[src/multidrop_frame_receiver_unit_assert.svh]
// ----------------------------------------------------------------------------
// Multidrop frame receiver assertion macros
// Short forms for the clocked checks used in the receiver top level.
// ----------------------------------------------------------------------------
`ifndef MULTIDROP_FRAME_RECEIVER_UNIT_ASSERT_SVH
`define MULTIDROP_FRAME_RECEIVER_UNIT_ASSERT_SVH

// Same-cycle implication, disabled while reset is asserted
`define MFR_ASSERT_NOW(label, clk, rst_n, ante, cons, msg) \
  label: assert property (@(posedge clk) disable iff (!(rst_n)) (ante) |-> (cons)) \
    else $error(msg);

// Next-cycle implication, disabled while reset is asserted
`define MFR_ASSERT_NEXT(label, clk, rst_n, ante, cons, msg) \
  label: assert property (@(posedge clk) disable iff (!(rst_n)) (ante) |=> (cons)) \
    else $error(msg);

`endif

[src/mfr_pkg.sv]
// ----------------------------------------------------------------------------
// Multidrop frame receiver package
// Phase codes, reply codes, delimiter set and the item types shared by the
// front end, the result queue and the top level.
// ----------------------------------------------------------------------------
`timescale 1ns / 1ps

package mfr_pkg;

  // Receive phase
  typedef enum logic [1:0] {
    PH_ADDR = 2'd0,
    PH_DATA = 2'd1,
    PH_CSUM = 2'd2
  } phase_e;

  // Reply bytes and checksum mask
  localparam logic [7:0] ACK_GOOD = 8'h80;
  localparam logic [7:0] ACK_BAD  = 8'h81;
  localparam logic [7:0] SUM_MASK = 8'h7f;

  // Frame delimiters
  localparam logic [7:0] DELIM_LF    = 8'h0a;
  localparam logic [7:0] DELIM_CR    = 8'h0d;
  localparam logic [7:0] DELIM_SEMI  = 8'h3b;
  localparam logic [7:0] DELIM_QUERY = 8'h3f;
  localparam logic [7:0] DELIM_DOLL  = 8'h24;
  localparam logic [7:0] DELIM_BANG  = 8'h21;

  // Result queue between front end and output
  localparam int unsigned QDEPTH = 4;
  localparam int unsigned QPTR_W = 2;
  localparam int unsigned QCNT_W = 3;

  // Front end metadata held while the ring read completes
  typedef struct packed {
    logic       ack_valid;
    logic [7:0] ack_byte;
    logic       use_ram;
    phase_e     phase;
  } front_meta_t;

  // One finished result
  typedef struct packed {
    logic       ack_valid;
    logic [7:0] ack_byte;
    logic [7:0] read_data;
    phase_e     phase;
  } out_item_t;

  function automatic logic is_delim(input logic [7:0] b);
    is_delim = (b == DELIM_LF) || (b == DELIM_CR) || (b == DELIM_SEMI) ||
               (b == DELIM_QUERY) || (b == DELIM_DOLL) || (b == DELIM_BANG);
  endfunction

endpackage

[src/mfr_ram.sv]
// ----------------------------------------------------------------------------
// Generic single-write, single-read RAM
// One write port and one read port; read data is registered.
// ----------------------------------------------------------------------------
`timescale 1ns / 1ps

module mfr_ram #(
  parameter int unsigned WIDTH = 8,
  parameter int unsigned DEPTH = 64
) (
  input  logic                     clk_i,
  input  logic                     we_i,
  input  logic [$clog2(DEPTH)-1:0] waddr_i,
  input  logic [WIDTH-1:0]         wdata_i,
  input  logic [$clog2(DEPTH)-1:0] raddr_i,
  output logic [WIDTH-1:0]         rdata_o
);

  logic [WIDTH-1:0] mem_q [DEPTH];
  logic [WIDTH-1:0] rdata_q;

  always_ff @(posedge clk_i) begin
    if (we_i) begin
      mem_q[waddr_i] <= wdata_i;
    end
    rdata_q <= mem_q[raddr_i];
  end

  assign rdata_o = rdata_q;

endmodule

[src/mfr_queue.sv]
// ----------------------------------------------------------------------------
// Result queue
// Small FIFO of finished results; the head entry drives the output ports.
// ----------------------------------------------------------------------------
`timescale 1ns / 1ps

module mfr_queue (
  input  logic                          clk_i,
  input  logic                          rst_ni,
  input  logic                          push_i,
  input  mfr_pkg::out_item_t            item_i,
  input  logic                          pop_i,
  output logic                          valid_o,
  output mfr_pkg::out_item_t            head_o,
  output logic [mfr_pkg::QCNT_W-1:0]    count_o
);

  mfr_pkg::out_item_t               slot_q [mfr_pkg::QDEPTH];
  logic [mfr_pkg::QPTR_W-1:0]       wr_ptr_q, wr_ptr_d;
  logic [mfr_pkg::QPTR_W-1:0]       rd_ptr_q, rd_ptr_d;
  logic [mfr_pkg::QCNT_W-1:0]       count_q, count_d;
  logic                             do_pop;

  assign do_pop = pop_i && (count_q != '0);

  // Pointer and count update
  always_comb begin
    wr_ptr_d = wr_ptr_q;
    rd_ptr_d = rd_ptr_q;
    count_d  = count_q;
    if (push_i) begin
      wr_ptr_d = wr_ptr_q + 1'b1;
    end
    if (do_pop) begin
      rd_ptr_d = rd_ptr_q + 1'b1;
    end
    if (push_i && !do_pop) begin
      count_d = count_q + 1'b1;
    end else if (!push_i && do_pop) begin
      count_d = count_q - 1'b1;
    end
  end

  always_ff @(posedge clk_i or negedge rst_ni) begin
    if (!rst_ni) begin
      wr_ptr_q <= '0;
      rd_ptr_q <= '0;
      count_q  <= '0;
    end else begin
      wr_ptr_q <= wr_ptr_d;
      rd_ptr_q <= rd_ptr_d;
      count_q  <= count_d;
    end
  end

  // Entry storage
  always_ff @(posedge clk_i) begin
    if (push_i) begin
      slot_q[wr_ptr_q] <= item_i;
    end
  end

  assign valid_o = (count_q != '0);
  assign head_o  = slot_q[rd_ptr_q];
  assign count_o = count_q;

endmodule

[src/mfr_front.sv]
// ----------------------------------------------------------------------------
// Receiver front end
// Classifies each input transfer, updates phase, checksum and ring pointers,
// drives the ring RAM, and hands a finished result to the queue in the next
// cycle, once the registered ring read has returned.
// ----------------------------------------------------------------------------
`timescale 1ns / 1ps

module mfr_front #(
  parameter int unsigned FIFO_DEPTH = 64
) (
  input  logic                           clk_i,
  input  logic                           rst_ni,
  input  logic [7:0]                     station_addr_i,
  // input channel
  input  logic                           in_valid_i,
  output logic                           in_ready_o,
  input  logic                           func_i,
  input  logic [7:0]                     rx_byte_i,
  input  logic                           address_bit_i,
  // ring RAM
  output logic                           ram_we_o,
  output logic [$clog2(FIFO_DEPTH)-1:0]  ram_waddr_o,
  output logic [7:0]                     ram_wdata_o,
  output logic [$clog2(FIFO_DEPTH)-1:0]  ram_raddr_o,
  input  logic [7:0]                     ram_rdata_i,
  // result queue
  input  logic [mfr_pkg::QCNT_W-1:0]     q_count_i,
  output logic                           push_o,
  output mfr_pkg::out_item_t             item_o
);

  localparam int unsigned PTR_W = $clog2(FIFO_DEPTH);
  localparam logic [PTR_W-1:0] LAST_SLOT = PTR_W'(FIFO_DEPTH - 1);

  mfr_pkg::phase_e       phase_q, phase_d;
  logic [7:0]            sum_q, sum_d;
  logic [PTR_W-1:0]      wp_q, wp_d, wp_next;
  logic [PTR_W-1:0]      rp_q, rp_d, rp_next;
  logic                  slot0_wr_q, slot0_wr_d;
  logic                  s1_valid_q;
  mfr_pkg::front_meta_t  s1_meta_q, meta_d;
  logic [mfr_pkg::QCNT_W:0] occupancy;
  logic                  accept;

  // Room check: queued results plus the one in the read stage
  assign occupancy  = {1'b0, q_count_i} + {{mfr_pkg::QCNT_W{1'b0}}, s1_valid_q};
  assign in_ready_o = (occupancy < (mfr_pkg::QCNT_W + 1)'(mfr_pkg::QDEPTH));
  assign accept     = in_valid_i && in_ready_o;

  // Ring pointer advance with wrap
  assign wp_next = (wp_q == LAST_SLOT) ? '0 : wp_q + 1'b1;
  assign rp_next = (rp_q == LAST_SLOT) ? '0 : rp_q + 1'b1;

  // Classify and update state
  always_comb begin
    phase_d    = phase_q;
    sum_d      = sum_q;
    wp_d       = wp_q;
    rp_d       = rp_q;
    slot0_wr_d = slot0_wr_q;
    ram_we_o   = 1'b0;
    meta_d     = '{ack_valid: 1'b0, ack_byte: 8'h00, use_ram: 1'b0,
                   phase: phase_q};
    if (accept) begin
      if (func_i) begin
        // queue read
        if (wp_q != rp_q) begin
          rp_d           = rp_next;
          meta_d.use_ram = (rp_next != '0) || slot0_wr_q;
        end
      end else begin
        case (phase_q)
          mfr_pkg::PH_CSUM: begin
            meta_d.ack_valid = 1'b1;
            meta_d.ack_byte  = (rx_byte_i == (sum_q & mfr_pkg::SUM_MASK)) ?
                               mfr_pkg::ACK_GOOD : mfr_pkg::ACK_BAD;
            phase_d          = mfr_pkg::PH_ADDR;
          end
          mfr_pkg::PH_DATA: begin
            sum_d    = sum_q + rx_byte_i;
            wp_d     = wp_next;
            ram_we_o = 1'b1;
            if (wp_next == '0) begin
              slot0_wr_d = 1'b1;
            end
            if (mfr_pkg::is_delim(rx_byte_i)) begin
              phase_d = mfr_pkg::PH_CSUM;
            end
          end
          mfr_pkg::PH_ADDR: begin
            if (address_bit_i && (rx_byte_i == station_addr_i)) begin
              phase_d = mfr_pkg::PH_DATA;
              sum_d   = 8'h00;
            end
          end
          default: begin
            // unused phase code: bytes are dropped
          end
        endcase
      end
      meta_d.phase = phase_d;
    end
  end

  assign ram_waddr_o = wp_next;
  assign ram_wdata_o = rx_byte_i;
  assign ram_raddr_o = rp_next;

  // State registers
  always_ff @(posedge clk_i or negedge rst_ni) begin
    if (!rst_ni) begin
      phase_q    <= mfr_pkg::PH_ADDR;
      sum_q      <= 8'h00;
      wp_q       <= '0;
      rp_q       <= LAST_SLOT;
      slot0_wr_q <= 1'b0;
      s1_valid_q <= 1'b0;
    end else begin
      phase_q    <= phase_d;
      sum_q      <= sum_d;
      wp_q       <= wp_d;
      rp_q       <= rp_d;
      slot0_wr_q <= slot0_wr_d;
      s1_valid_q <= accept;
    end
  end

  // Read stage metadata
  always_ff @(posedge clk_i) begin
    if (accept) begin
      s1_meta_q <= meta_d;
    end
  end

  // Merge ring data; slot zero reads as zero until first written
  assign push_o           = s1_valid_q;
  assign item_o.ack_valid = s1_meta_q.ack_valid;
  assign item_o.ack_byte  = s1_meta_q.ack_byte;
  assign item_o.read_data = s1_meta_q.use_ram ? ram_rdata_i : 8'h00;
  assign item_o.phase     = s1_meta_q.phase;

endmodule

[src/multidrop_frame_receiver_unit.sv]
// ----------------------------------------------------------------------------
// Multidrop frame receiver
// Receive side of a 9-bit multidrop serial link: address match, data ring
// with running checksum, checksum reply, and queue reads.
//
//   channel   direction  handshake               payload
//   input     in         in_valid_i/in_ready_o   func_i, rx_byte_i, address_bit_i
//   output    out        out_valid_o/out_ready_i ack_valid_o, ack_byte_o,
//                                                read_data_o, receive_phase_o
//   config    in         cfg_we_i                cfg_wdata_i (station address)
//
// One transfer per cycle sustained while input ready is high. A result passes
// the read stage (the registered ring read) and is then written to the result
// queue, whose head entry drives the output channel.
// A four-entry result queue absorbs output stalls; input ready drops while the
// queue and the read stage together hold four results.
// Reset is asynchronous and needs no clearing pass: slot zero of the ring
// is tracked by a single written flag.
// ----------------------------------------------------------------------------
`timescale 1ns / 1ps

`include "multidrop_frame_receiver_unit_assert.svh"

module multidrop_frame_receiver_unit #(
  parameter int unsigned FIFO_DEPTH = 64
) (
  input  logic       clk_i,
  input  logic       rst_ni,
  // configuration
  input  logic       cfg_we_i,
  input  logic [7:0] cfg_wdata_i,
  // input channel
  input  logic       in_valid_i,
  output logic       in_ready_o,
  input  logic       func_i,
  input  logic [7:0] rx_byte_i,
  input  logic       address_bit_i,
  // output channel
  output logic       out_valid_o,
  input  logic       out_ready_i,
  output logic       ack_valid_o,
  output logic [7:0] ack_byte_o,
  output logic [7:0] read_data_o,
  output logic [1:0] receive_phase_o
);

  localparam int unsigned PTR_W = $clog2(FIFO_DEPTH);

  logic [7:0]                    station_addr_q;
  logic                          ram_we;
  logic [PTR_W-1:0]              ram_waddr;
  logic [7:0]                    ram_wdata;
  logic [PTR_W-1:0]              ram_raddr;
  logic [7:0]                    ram_rdata;
  logic                          push;
  mfr_pkg::out_item_t            push_item;
  mfr_pkg::out_item_t            head;
  logic [mfr_pkg::QCNT_W-1:0]    q_count;

  // Station address register
  always_ff @(posedge clk_i or negedge rst_ni) begin
    if (!rst_ni) begin
      station_addr_q <= 8'h00;
    end else if (cfg_we_i) begin
      station_addr_q <= cfg_wdata_i;
    end
  end

  // Front end
  mfr_front #(
    .FIFO_DEPTH (FIFO_DEPTH)
  ) u_front (
    .clk_i          (clk_i),
    .rst_ni         (rst_ni),
    .station_addr_i (station_addr_q),
    .in_valid_i     (in_valid_i),
    .in_ready_o     (in_ready_o),
    .func_i         (func_i),
    .rx_byte_i      (rx_byte_i),
    .address_bit_i  (address_bit_i),
    .ram_we_o       (ram_we),
    .ram_waddr_o    (ram_waddr),
    .ram_wdata_o    (ram_wdata),
    .ram_raddr_o    (ram_raddr),
    .ram_rdata_i    (ram_rdata),
    .q_count_i      (q_count),
    .push_o         (push),
    .item_o         (push_item)
  );

  // Data ring
  mfr_ram #(
    .WIDTH (8),
    .DEPTH (FIFO_DEPTH)
  ) u_ring (
    .clk_i   (clk_i),
    .we_i    (ram_we),
    .waddr_i (ram_waddr),
    .wdata_i (ram_wdata),
    .raddr_i (ram_raddr),
    .rdata_o (ram_rdata)
  );

  // Result queue
  mfr_queue u_queue (
    .clk_i   (clk_i),
    .rst_ni  (rst_ni),
    .push_i  (push),
    .item_i  (push_item),
    .pop_i   (out_ready_i),
    .valid_o (out_valid_o),
    .head_o  (head),
    .count_o (q_count)
  );

  assign ack_valid_o     = head.ack_valid;
  assign ack_byte_o      = head.ack_byte;
  assign read_data_o     = head.read_data;
  assign receive_phase_o = head.phase;

  // Checks
  `MFR_ASSERT_NOW(a_no_q_overflow, clk_i, rst_ni, push,
    (q_count < mfr_pkg::QCNT_W'(mfr_pkg::QDEPTH)), "result queue overflow")
  `MFR_ASSERT_NEXT(a_accept_pushes, clk_i, rst_ni, (in_valid_i && in_ready_o), push,
    "accepted transfer did not reach the queue")
  `MFR_ASSERT_NOW(a_ack_ends_frame, clk_i, rst_ni, (out_valid_o && ack_valid_o),
    (receive_phase_o == mfr_pkg::PH_ADDR), "reply without return to address phase")
  `MFR_ASSERT_NOW(a_read_no_ack, clk_i, rst_ni, (out_valid_o && (read_data_o != 8'h00)),
    !ack_valid_o, "queue data and reply in one result")

endmodule

[config.mk]
export PLATFORM = sky130hd
export DESIGN_NAME = multidrop_frame_receiver_unit
export DESIGN_NICKNAME = d
export VERILOG_FILES = /design/src/mfr_pkg.sv /design/src/mfr_ram.sv /design/src/mfr_queue.sv /design/src/mfr_front.sv /design/src/multidrop_frame_receiver_unit.sv
export VERILOG_INCLUDE_DIRS = /design/src /design/src/src
export SDC_FILE = /design/constraint.sdc
export NUM_CORES = 1
export LEC_CHECK = 0
export ABC_AREA = 1
export BUFFER_PORTS_ARGS = -buffer_cell sky130_fd_sc_hd__buf_2
export CAP_MARGIN = 5
export CORE_ASPECT_RATIO = 1.4
export CORE_MARGIN = 3
export CORE_UTILIZATION = 45
export DETAILED_ROUTE_END_ITERATION = 16
export PLACE_DENSITY = 0.71
export SYNTH_ARGS = -nofsm -noshare
export SYNTH_HDL_FRONTEND = slang
export SYNTH_SLANG_ARGS = --single-unit
[constraint.sdc]
create_clock -name clk_i -period 2.8 [get_ports clk_i]
set_clock_uncertainty 0.1 [all_clocks]
set_input_delay 0.14 -clock clk_i [delete_from_list [all_inputs] [get_ports clk_i]]
set_output_delay 0.14 -clock clk_i [all_outputs]
set_load 0.1 [all_outputs]
# ---- After elaboration in Yosys (flattened, before gate mapping)
# Memory sizes are Yosys's and may differ from the RTL's. A register that Yosys moved wholly into a read port is not among the register bits.
# Index checks and enable logic that the tools add are counted.
# Widths: inputs -> output; s select.
dict set report classes {
  addsub 8
  n_lt_le_gt_ge 1
  n_eq_ne 14
  n_mux 20
  n_bitwise 2
  reduce_logical 25
}
# op n
set op_table {}
lappend op_table {{$eq 8x6->1 const B} 4}
lappend op_table {{$eq 8x4->1 const B} 2}
lappend op_table {{$mux 8} 2}
lappend op_table {{$pmux 8 s2} 1}
lappend op_table {{$add 6x1->6 const B} 2}
lappend op_table {{$eq 6x6->1 const B} 2}
lappend op_table {{$mux 6} 2}
lappend op_table {{$mux 9} 1}
lappend op_table {{$add 8x8->8} 1}
lappend op_table {{$eq 8x7->1} 1}
lappend op_table {{$eq 8x8->1} 1}
lappend op_table {{$mux 1} 8}
lappend op_table {{$reduce_and 4->1} 2}
lappend op_table {{$logic_not 6->1} 1}
lappend op_table {{$logic_or 1x1->1} 6}
lappend op_table {{$mux 2} 3}
lappend op_table {{$mux 3} 2}
lappend op_table {{$ne 6x6->1} 1}
lappend op_table {{$pmux 2 s3} 1}
lappend op_table {{$reduce_and 3->1} 2}
lappend op_table {{$reduce_bool 6->1} 1}
lappend op_table {{$logic_and 1x1->1} 5}
lappend op_table {{$add 2x1->2 const B} 2}
lappend op_table {{$add 3x1->4} 1}
lappend op_table {{13 further kinds} 16}
dict set report totals {
  register_bits 51
  ram_bits 588
  input_bits 23
  output_inout_bits 21
  elab_cells 86
  n_memories 2
}
# memory depth width read_ports rd_clocked_by_memory_dff write_ports line
set mem_list {}
lappend mem_list {u_ring.mem_q 64 8 1 1 1 mfr_ram.sv:19} ;# logic [WIDTH-1:0] mem_q [DEPTH];
lappend mem_list {u_queue.slot_q 4 19 1 0 1 mfr_queue.sv:18} ;# mfr_pkg::out_item_t slot_q [mfr_pkg::QDEPTH];

# ---- Logic depth before layout (Yosys ltp)
dict set report depth {
  depth_word 9
  mapped_depth 15
  mapped_depth_nobuf 14
}

# ---- Hierarchy
# From an unflattened synthesis, not the netlist that was laid out.
dict set report unflattened {
  hier_cells 2443
  hier_area_um2 27557.7
}
# mod instances cells_each area_per_inst_um2 seq_area_each_um2
set by_module_without_submodules {}
lappend by_module_without_submodules {mfr_ram 1 1805 21339.2 15534.9}
lappend by_module_without_submodules {mfr_queue 1 276 3587.2 2457.4}
lappend by_module_without_submodules {mfr_front 1 328 2326.0 763.2}
lappend by_module_without_submodules {multidrop_frame_receiver_unit 1 34 305.3 200.2}

# ---- Least setup slack after synthesis
# OpenSTA, ideal clock, no wires.
dict set report synth_path {
  path_type {register to register}
  from {register u_front.s1_valid_q (netlist: u_front.push_o)}
  to {memory u_ring.mem_q[19][0] (enable)}
  t_arrival_ps 2275
  required_ps 2330
  slack_ps 54
  path_stages_with_launch 11
  synth_period_minus_slack_ps 2746
  path_cell_list {dfrtp_1 -> clkbuf_1 -> nand3_1 -> nand2_1 -> inv_2 -> nand2_1 -> nor2_1 -> nand2_1 -> nor2_1 -> nand3_1 -> nor2_1}
}
dict set report synth_between {
  elab_chain_len 6
}
# element line
set synth_rtl {}
lappend synth_rtl {{start: declaration} mfr_front.sv:41} ;# logic s1_valid_q;
lappend synth_rtl {{start signal: assignment} mfr_front.sv:125} ;# s1_valid_q <= accept;
lappend synth_rtl {{$add 3x1->4} mfr_front.sv:47} ;# assign occupancy = {1'b0, q_count_i} + {{mfr_pkg::QCNT_W{1'b0}}, s1_valid_q};
lappend synth_rtl {{$lt 4x3->1} mfr_front.sv:48} ;# assign in_ready_o = (occupancy < (mfr_pkg::QCNT_W + 1)'(mfr_pkg::QDEPTH));
lappend synth_rtl {{via in_ready_o} multidrop_frame_receiver_unit.sv:34} ;# output logic in_ready_o,
lappend synth_rtl {{$logic_and 1x1->1} mfr_front.sv:49} ;# assign accept = in_valid_i && in_ready_o;
lappend synth_rtl {{$mux 1} mfr_front.sv:65} ;# if (accept) begin
lappend synth_rtl {{$mux 1} mfr_ram.sv:23} ;# if (we_i) begin
lappend synth_rtl {{$mux 1 (implied by the code)} mfr_ram.sv:24} ;# mem_q[waddr_i] <= wdata_i;
lappend synth_rtl {{end: declaration} mfr_ram.sv:19}
# The timed path passes the listed nets, and every way through them passes these cells.

# ---- Worst setup path in the final report
dict set report layout_path {
  from {register u_front.rp_q[1]}
  to {register u_ring.rdata_q[7] (netlist: u_ring.rdata_o[7]), read port of u_ring.mem_q}
}
dict set report layout_between {
  elab_chain_len 2
  elab_cells_between_ends 3
}
# element line
set layout_rtl {}
lappend layout_rtl {{start: declaration} mfr_front.sv:39} ;# logic [PTR_W-1:0] rp_q, rp_d, rp_next;
lappend layout_rtl {{start signal: assignment} mfr_front.sv:123} ;# rp_q <= rp_d;
lappend layout_rtl {{$add 6x1->6 / $eq 6x6->1 (equally long branches)} mfr_front.sv:53} ;# assign rp_next = (rp_q == LAST_SLOT) ? '0 : rp_q + 1'b1;
lappend layout_rtl {{$mux 6 *} mfr_front.sv:53}
lappend layout_rtl {{end: declaration} mfr_ram.sv:20} ;# logic [WIDTH-1:0] rdata_q;
# Every way passes the cells marked *; elsewhere a longest branch is shown, timed or not.
# A chain may end at the register's enable or synchronous reset.

==> impl_metrics.tcl <==
set metrics [dict create \
    run_status "complete, no violations" \
    route.met2.wl_um 34300 \
    critical_path.startpoint "u_front.rp_q[1]$_DFFE_PN1P_" \
    route.top_layer_used "met4" \
    place_ws_ns 0.00567 \
    post_detailed_route_via_to_cell_ratio 5.61 \
    grt_start_max_net_pins 73 \
    min-delay-path-class "input port to register" \
    via_count 18400 \
    cts-buffers-inserted 54 \
    dp_hpwl_um 43100 \
    total_detailed_routing_wirelength_um 68900 \
    die-area_um2 61700 \
    netSwitchingFraction 0.386 \
    cts_tree "done" \
    power.share.sequential 0.357 \
    synth.area.mux_share 0.00256 \
    detail_route.iter0.violations 1989 \
    synth_cells 2360 \
    worst-path-max-fanout 38 \
    metal1_wirelength_um 26000 \
    clock_latency_late_sink_ns 0.59 \
    fraction_of_layout_instances_using_a_drive_strength_above_1 0.123 \
    internal-power_mw 18.4 \
    numClockSinks 616 \
    final.setup.worst_slack_ns 0.138 \
    synth_top_cell_area_share 0.648 \
    timing.reg2reg.worst_path_depth 12 \
    simple_gate_portion_of_the_synthesized_area 0.204 \
    final_min_period_over_clock_period 0.951 \
    flip_flop_and_latch_count_after_synthesis 616 \
    place.port_buffers 37 \
    post_synth_main_area_contributors "sky130_fd_sc_hd__edfxtp_1 (65%), sky130_fd_sc_hd__nand3_1 (9.3%), sky130_fd_sc_hd__nand2_1 (8.1%)" \
    clock.fmax_mhz 376 \
    synth-xor-area-share 0.00464 \
    clock_tree.htree_level_count 2 \
    leakage_power_summed_over_all_cells_nw 11.6 \
    routabilityCongestion 0.950 \
    slew_headroom 0.383 \
    max_cap_violations 0 \
    tightest_slew_ns 0.926 \
    sequential_cell_area_um2 18200 \
    grt_setup_unrepaired "false" \
    fillers 4851 \
    routedWlPerCell_um 21.0 \
    first_global_vias 18300 \
    worstHoldPathCells 5 \
    antenna_left 0 \
    cts.root.buffer_cell "sky130_fd_sc_hd__clkbuf_16" \
    main_combinational_cell_family_by_area_after_synthesis "simple AND/OR/NAND/NOR gates" \
    grt_usage 0.221 \
    final-setup-viol-count 0 \
    fin_hold_ws_ns 0.0667 \
    die_height_um 293 \
    ctsLongestPathBuffers 3 \
    grt_first_pass_wirelength_um 106000 \
    adder_cell_share_of_the_synthesized_area 0.00768 \
    antenna_cells 0 \
    synth_area_per_cell_um2 11.2 \
    synth_sequential_area_ratio 0.691 \
    drt_pre_antenna_iters 5 \
    die_w_um 211 \
    holdCritStartpoint "rx_byte_i[5]" \
    synth.largest_area_cell "sky130_fd_sc_hd__edfxtp_1" \
    regToRegSetupSlack_ns 0.14 \
    io_pins 44 \
    yosysUniqueCellTypes 41 \
    power_frac_clock 0.257 \
    timing_max_transition_violations_final 0 \
    final.min_clock_period_ns 2.66 \
    row_count 104 \
    grt_overflow 0 \
    p_comb_frac 0.386 \
    detailed_place.area_um2 28200 \
    startpoint_type "register" \
    core_um2 57800 \
    drc 0 \
    fraction_of_the_mapped_netlist_area_in_compound_gates 0.0390 \
    path_clk_slew_ns 0.07 \
    launching_point_of_the_worst_reg2reg_path "u_front.rp_q[1]$_DFFE_PN1P_" \
    net-switching-power_mw 11.6 \
    syn-cell-area_um2 26400 \
    end_kind "register" \
    fin_setup_tns_ns 0 \
    multi_input_area_um2 6930 \
    critPathArrivalTime_ns 3.04 \
    report.power.total_mw 30.0 \
    reg2reg_to "u_ring.rdata_o[7]$_DFF_P_" \
    initial_antenna_violation_count 1 \
    area_overhead_of_the_layout_relative_to_synthesis_pct 15.2 \
    floorplan.initialDensity 0.457 \
    finish.instance_area_um2 30400 \
    cellPowerDensity_nw_per_um2 986 \
    wl_met3_um 4100 \
    setup.worst_path.class "register to register" \
    final_nets 2527 \
    whs_endpoint "u_front.sum_q[6]$_DFFE_PN0P_" \
    critical_path_required_ns 3.17 \
    final_hold_viol_count 0 \
    power.ir.vdd_worst_v 0.000915 \
    yosysWarningCount 0 \
]
## worst max path at each step
| stage | end | slack, ns | depth (start not counted) |
|---|---|---|---|
| 3_3_place_gp | u_ring.rdata_o[0]$_DFF_P_ | 0.03 | 13 |
| 2_1_floorplan | u_ring.mem_q[19][0]$_DFFE_PP_ | 0.05 | 10 |
| 3_5_place_dp | u_ring.mem_q[2][7]$_DFFE_PP_ | 0.006 | 10 |
| 6_report | u_ring.rdata_o[7]$_DFF_P_ | 0.14 | 12 |
| 4_1_cts | u_ring.mem_q[0][5]$_DFFE_PP_ | 0.01 | 9 |
| 5_1_grt | u_ring.rdata_o[6]$_DFF_P_ | 0.001 | 13 |
## cell families (layout without fill, tap and decap cells)
kind of cell             count (synthesis)  in the layout
AND/OR/NAND/NOR                       1232           1232
flip-flops                             616            616
buffers and inverters                  302            470
AO/OA/AOI/OAI                          174            174
adder cells (fa/ha/maj)                 15             15
XOR/XNOR                                14             14
multiplexers                             6              6
other                                    1              6
## per-layer routing
metal | GRT usage | up-vias
met5 | 0 | -
met2 | 0.383 | 777
met4 | 0.128 | 0
li1 | - | 8491
met3 | 0.0242 | 212
met1 | 0.266 | 8886
## sequential cells by signal, indices dropped and copies added, names as in the netlist
name / count
u_ring.mem_q: 512
u_queue.count_o: 3
u_front.push_o: 1
u_front.wp_q: 6
u_front.phase_q: 2
station_addr_q: 8
u_queue.slot_q: 52
u_queue.rd_ptr_q: 2
u_ring.rdata_o: 8
u_front.sum_q: 7
u_queue.wr_ptr_q: 2
u_front.s1_meta_q: 1
u_front.slot0_wr_q: 1
u_front.rp_q: 6
u_front.item_o: 5
## Yosys cell counts (all sizes together)
cell type / n
nor4b: 1
nand3b: 24
nand3: 494
o21bai: 3
xnor2: 9
clkbuf: 48
o31ai: 1
o21ai: 66
a41oi: 1
a21oi: 36
dfxtp: 8
nor2: 132
inv: 159
dfrtp: 32
nor3: 3
buf: 95
fa: 2
ha: 13
edfxtp: 570
a31oi: 8
nand2: 572
nor4: 5
dfstp: 6
o211ai: 43
nand4: 1
xor2: 5
o22ai: 14
mux2: 6
a21boi: 1
conb: 1
o21a: 1
## layout make-up
type / instances / area share
well taps: 742 / 0.0305
flip-flops and latches: 616 / 0.600
clock buffers: 69 / 0.0483
repair buffers: 211 / 0.0622
clock inverters: 31 / 0.0118
inverters: 159 / 0.0199
multi-input cells: 1447 / 0.228
## timing repair
item,in CTS,in global routing
setup buffers,0,0
endpoints found under the setup margin,9,159
hold buffers,30,0
endpoints found under the hold margin,70,0
pin swaps,0,1
resized for setup,2,21
gates cloned,0,2
## placed cells by master, fill, tap and decap left out, types with 10 or more instances in the layout
master / instances
sky130_fd_sc_hd__buf_12: 20
sky130_fd_sc_hd__nand2_1: 570
sky130_fd_sc_hd__nor2_2: 18
sky130_fd_sc_hd__o21ai_1: 10
sky130_fd_sc_hd__edfxtp_1: 570
sky130_fd_sc_hd__dfrtp_1: 32
sky130_fd_sc_hd__o22ai_1: 14
sky130_fd_sc_hd__clkinv_2: 11
sky130_fd_sc_hd__clkbuf_1: 10
sky130_fd_sc_hd__o21ai_0: 56
sky130_fd_sc_hd__nand3_1: 491
sky130_fd_sc_hd__nor2_1: 112
sky130_fd_sc_hd__nand3b_1: 24
sky130_fd_sc_hd__a21oi_1: 33
sky130_fd_sc_hd__dlygate4sd3_1: 30
sky130_fd_sc_hd__ha_1: 12
sky130_fd_sc_hd__clkbuf_16: 57
sky130_fd_sc_hd__buf_2: 37
sky130_fd_sc_hd__buf_4: 120
sky130_fd_sc_hd__o211ai_1: 43
sky130_fd_sc_hd__inv_1: 153
## per-stage QoR
| stage | std cells | util |
|---|---|---|
| 6_report | 3275 | 0.526 |
| 4_1_cts | 3273 | 0.524 |
| 5_1_grt | 3275 | 0.526 |
| 2_1_floorplan | 2365 | - |
| 3_3_place_gp | 3143 | 0.487 |
| 3_5_place_dp | 3143 | 0.487 |
## critical path, stage by stage (launching register included)
cell and delay [ns]:
sky130_fd_sc_hd__dfstp_2 0.57, sky130_fd_sc_hd__ha_4 0.15, sky130_fd_sc_hd__nand3_1 0.17, sky130_fd_sc_hd__o21bai_4 0.26
sky130_fd_sc_hd__buf_12 0.21, sky130_fd_sc_hd__buf_12 0.21, sky130_fd_sc_hd__nand2_1 0.09, sky130_fd_sc_hd__o211ai_1 0.11
sky130_fd_sc_hd__nand3_1 0.14, sky130_fd_sc_hd__nand3_1 0.17, sky130_fd_sc_hd__nand3_1 0.17, sky130_fd_sc_hd__nand2_1 0.12
sky130_fd_sc_hd__nand2_1 0.06
## power by group through the flow
stage | Combinational [mW] | Sequential, mW | Clock [mW]
5_1_grt | 12.5 | 10.7 | 8.14
2_1_floorplan | 7.63 | 10.8 | 0
3_3_place_gp | 11.2 | 10.9 | 0
3_5_place_dp | 11.3 | 10.9 | 0
6_report | 11.6 | 10.7 | 7.71
4_1_cts | 11.4 | 10.7 | 7.79
Power figures use the tool's default switching activity.
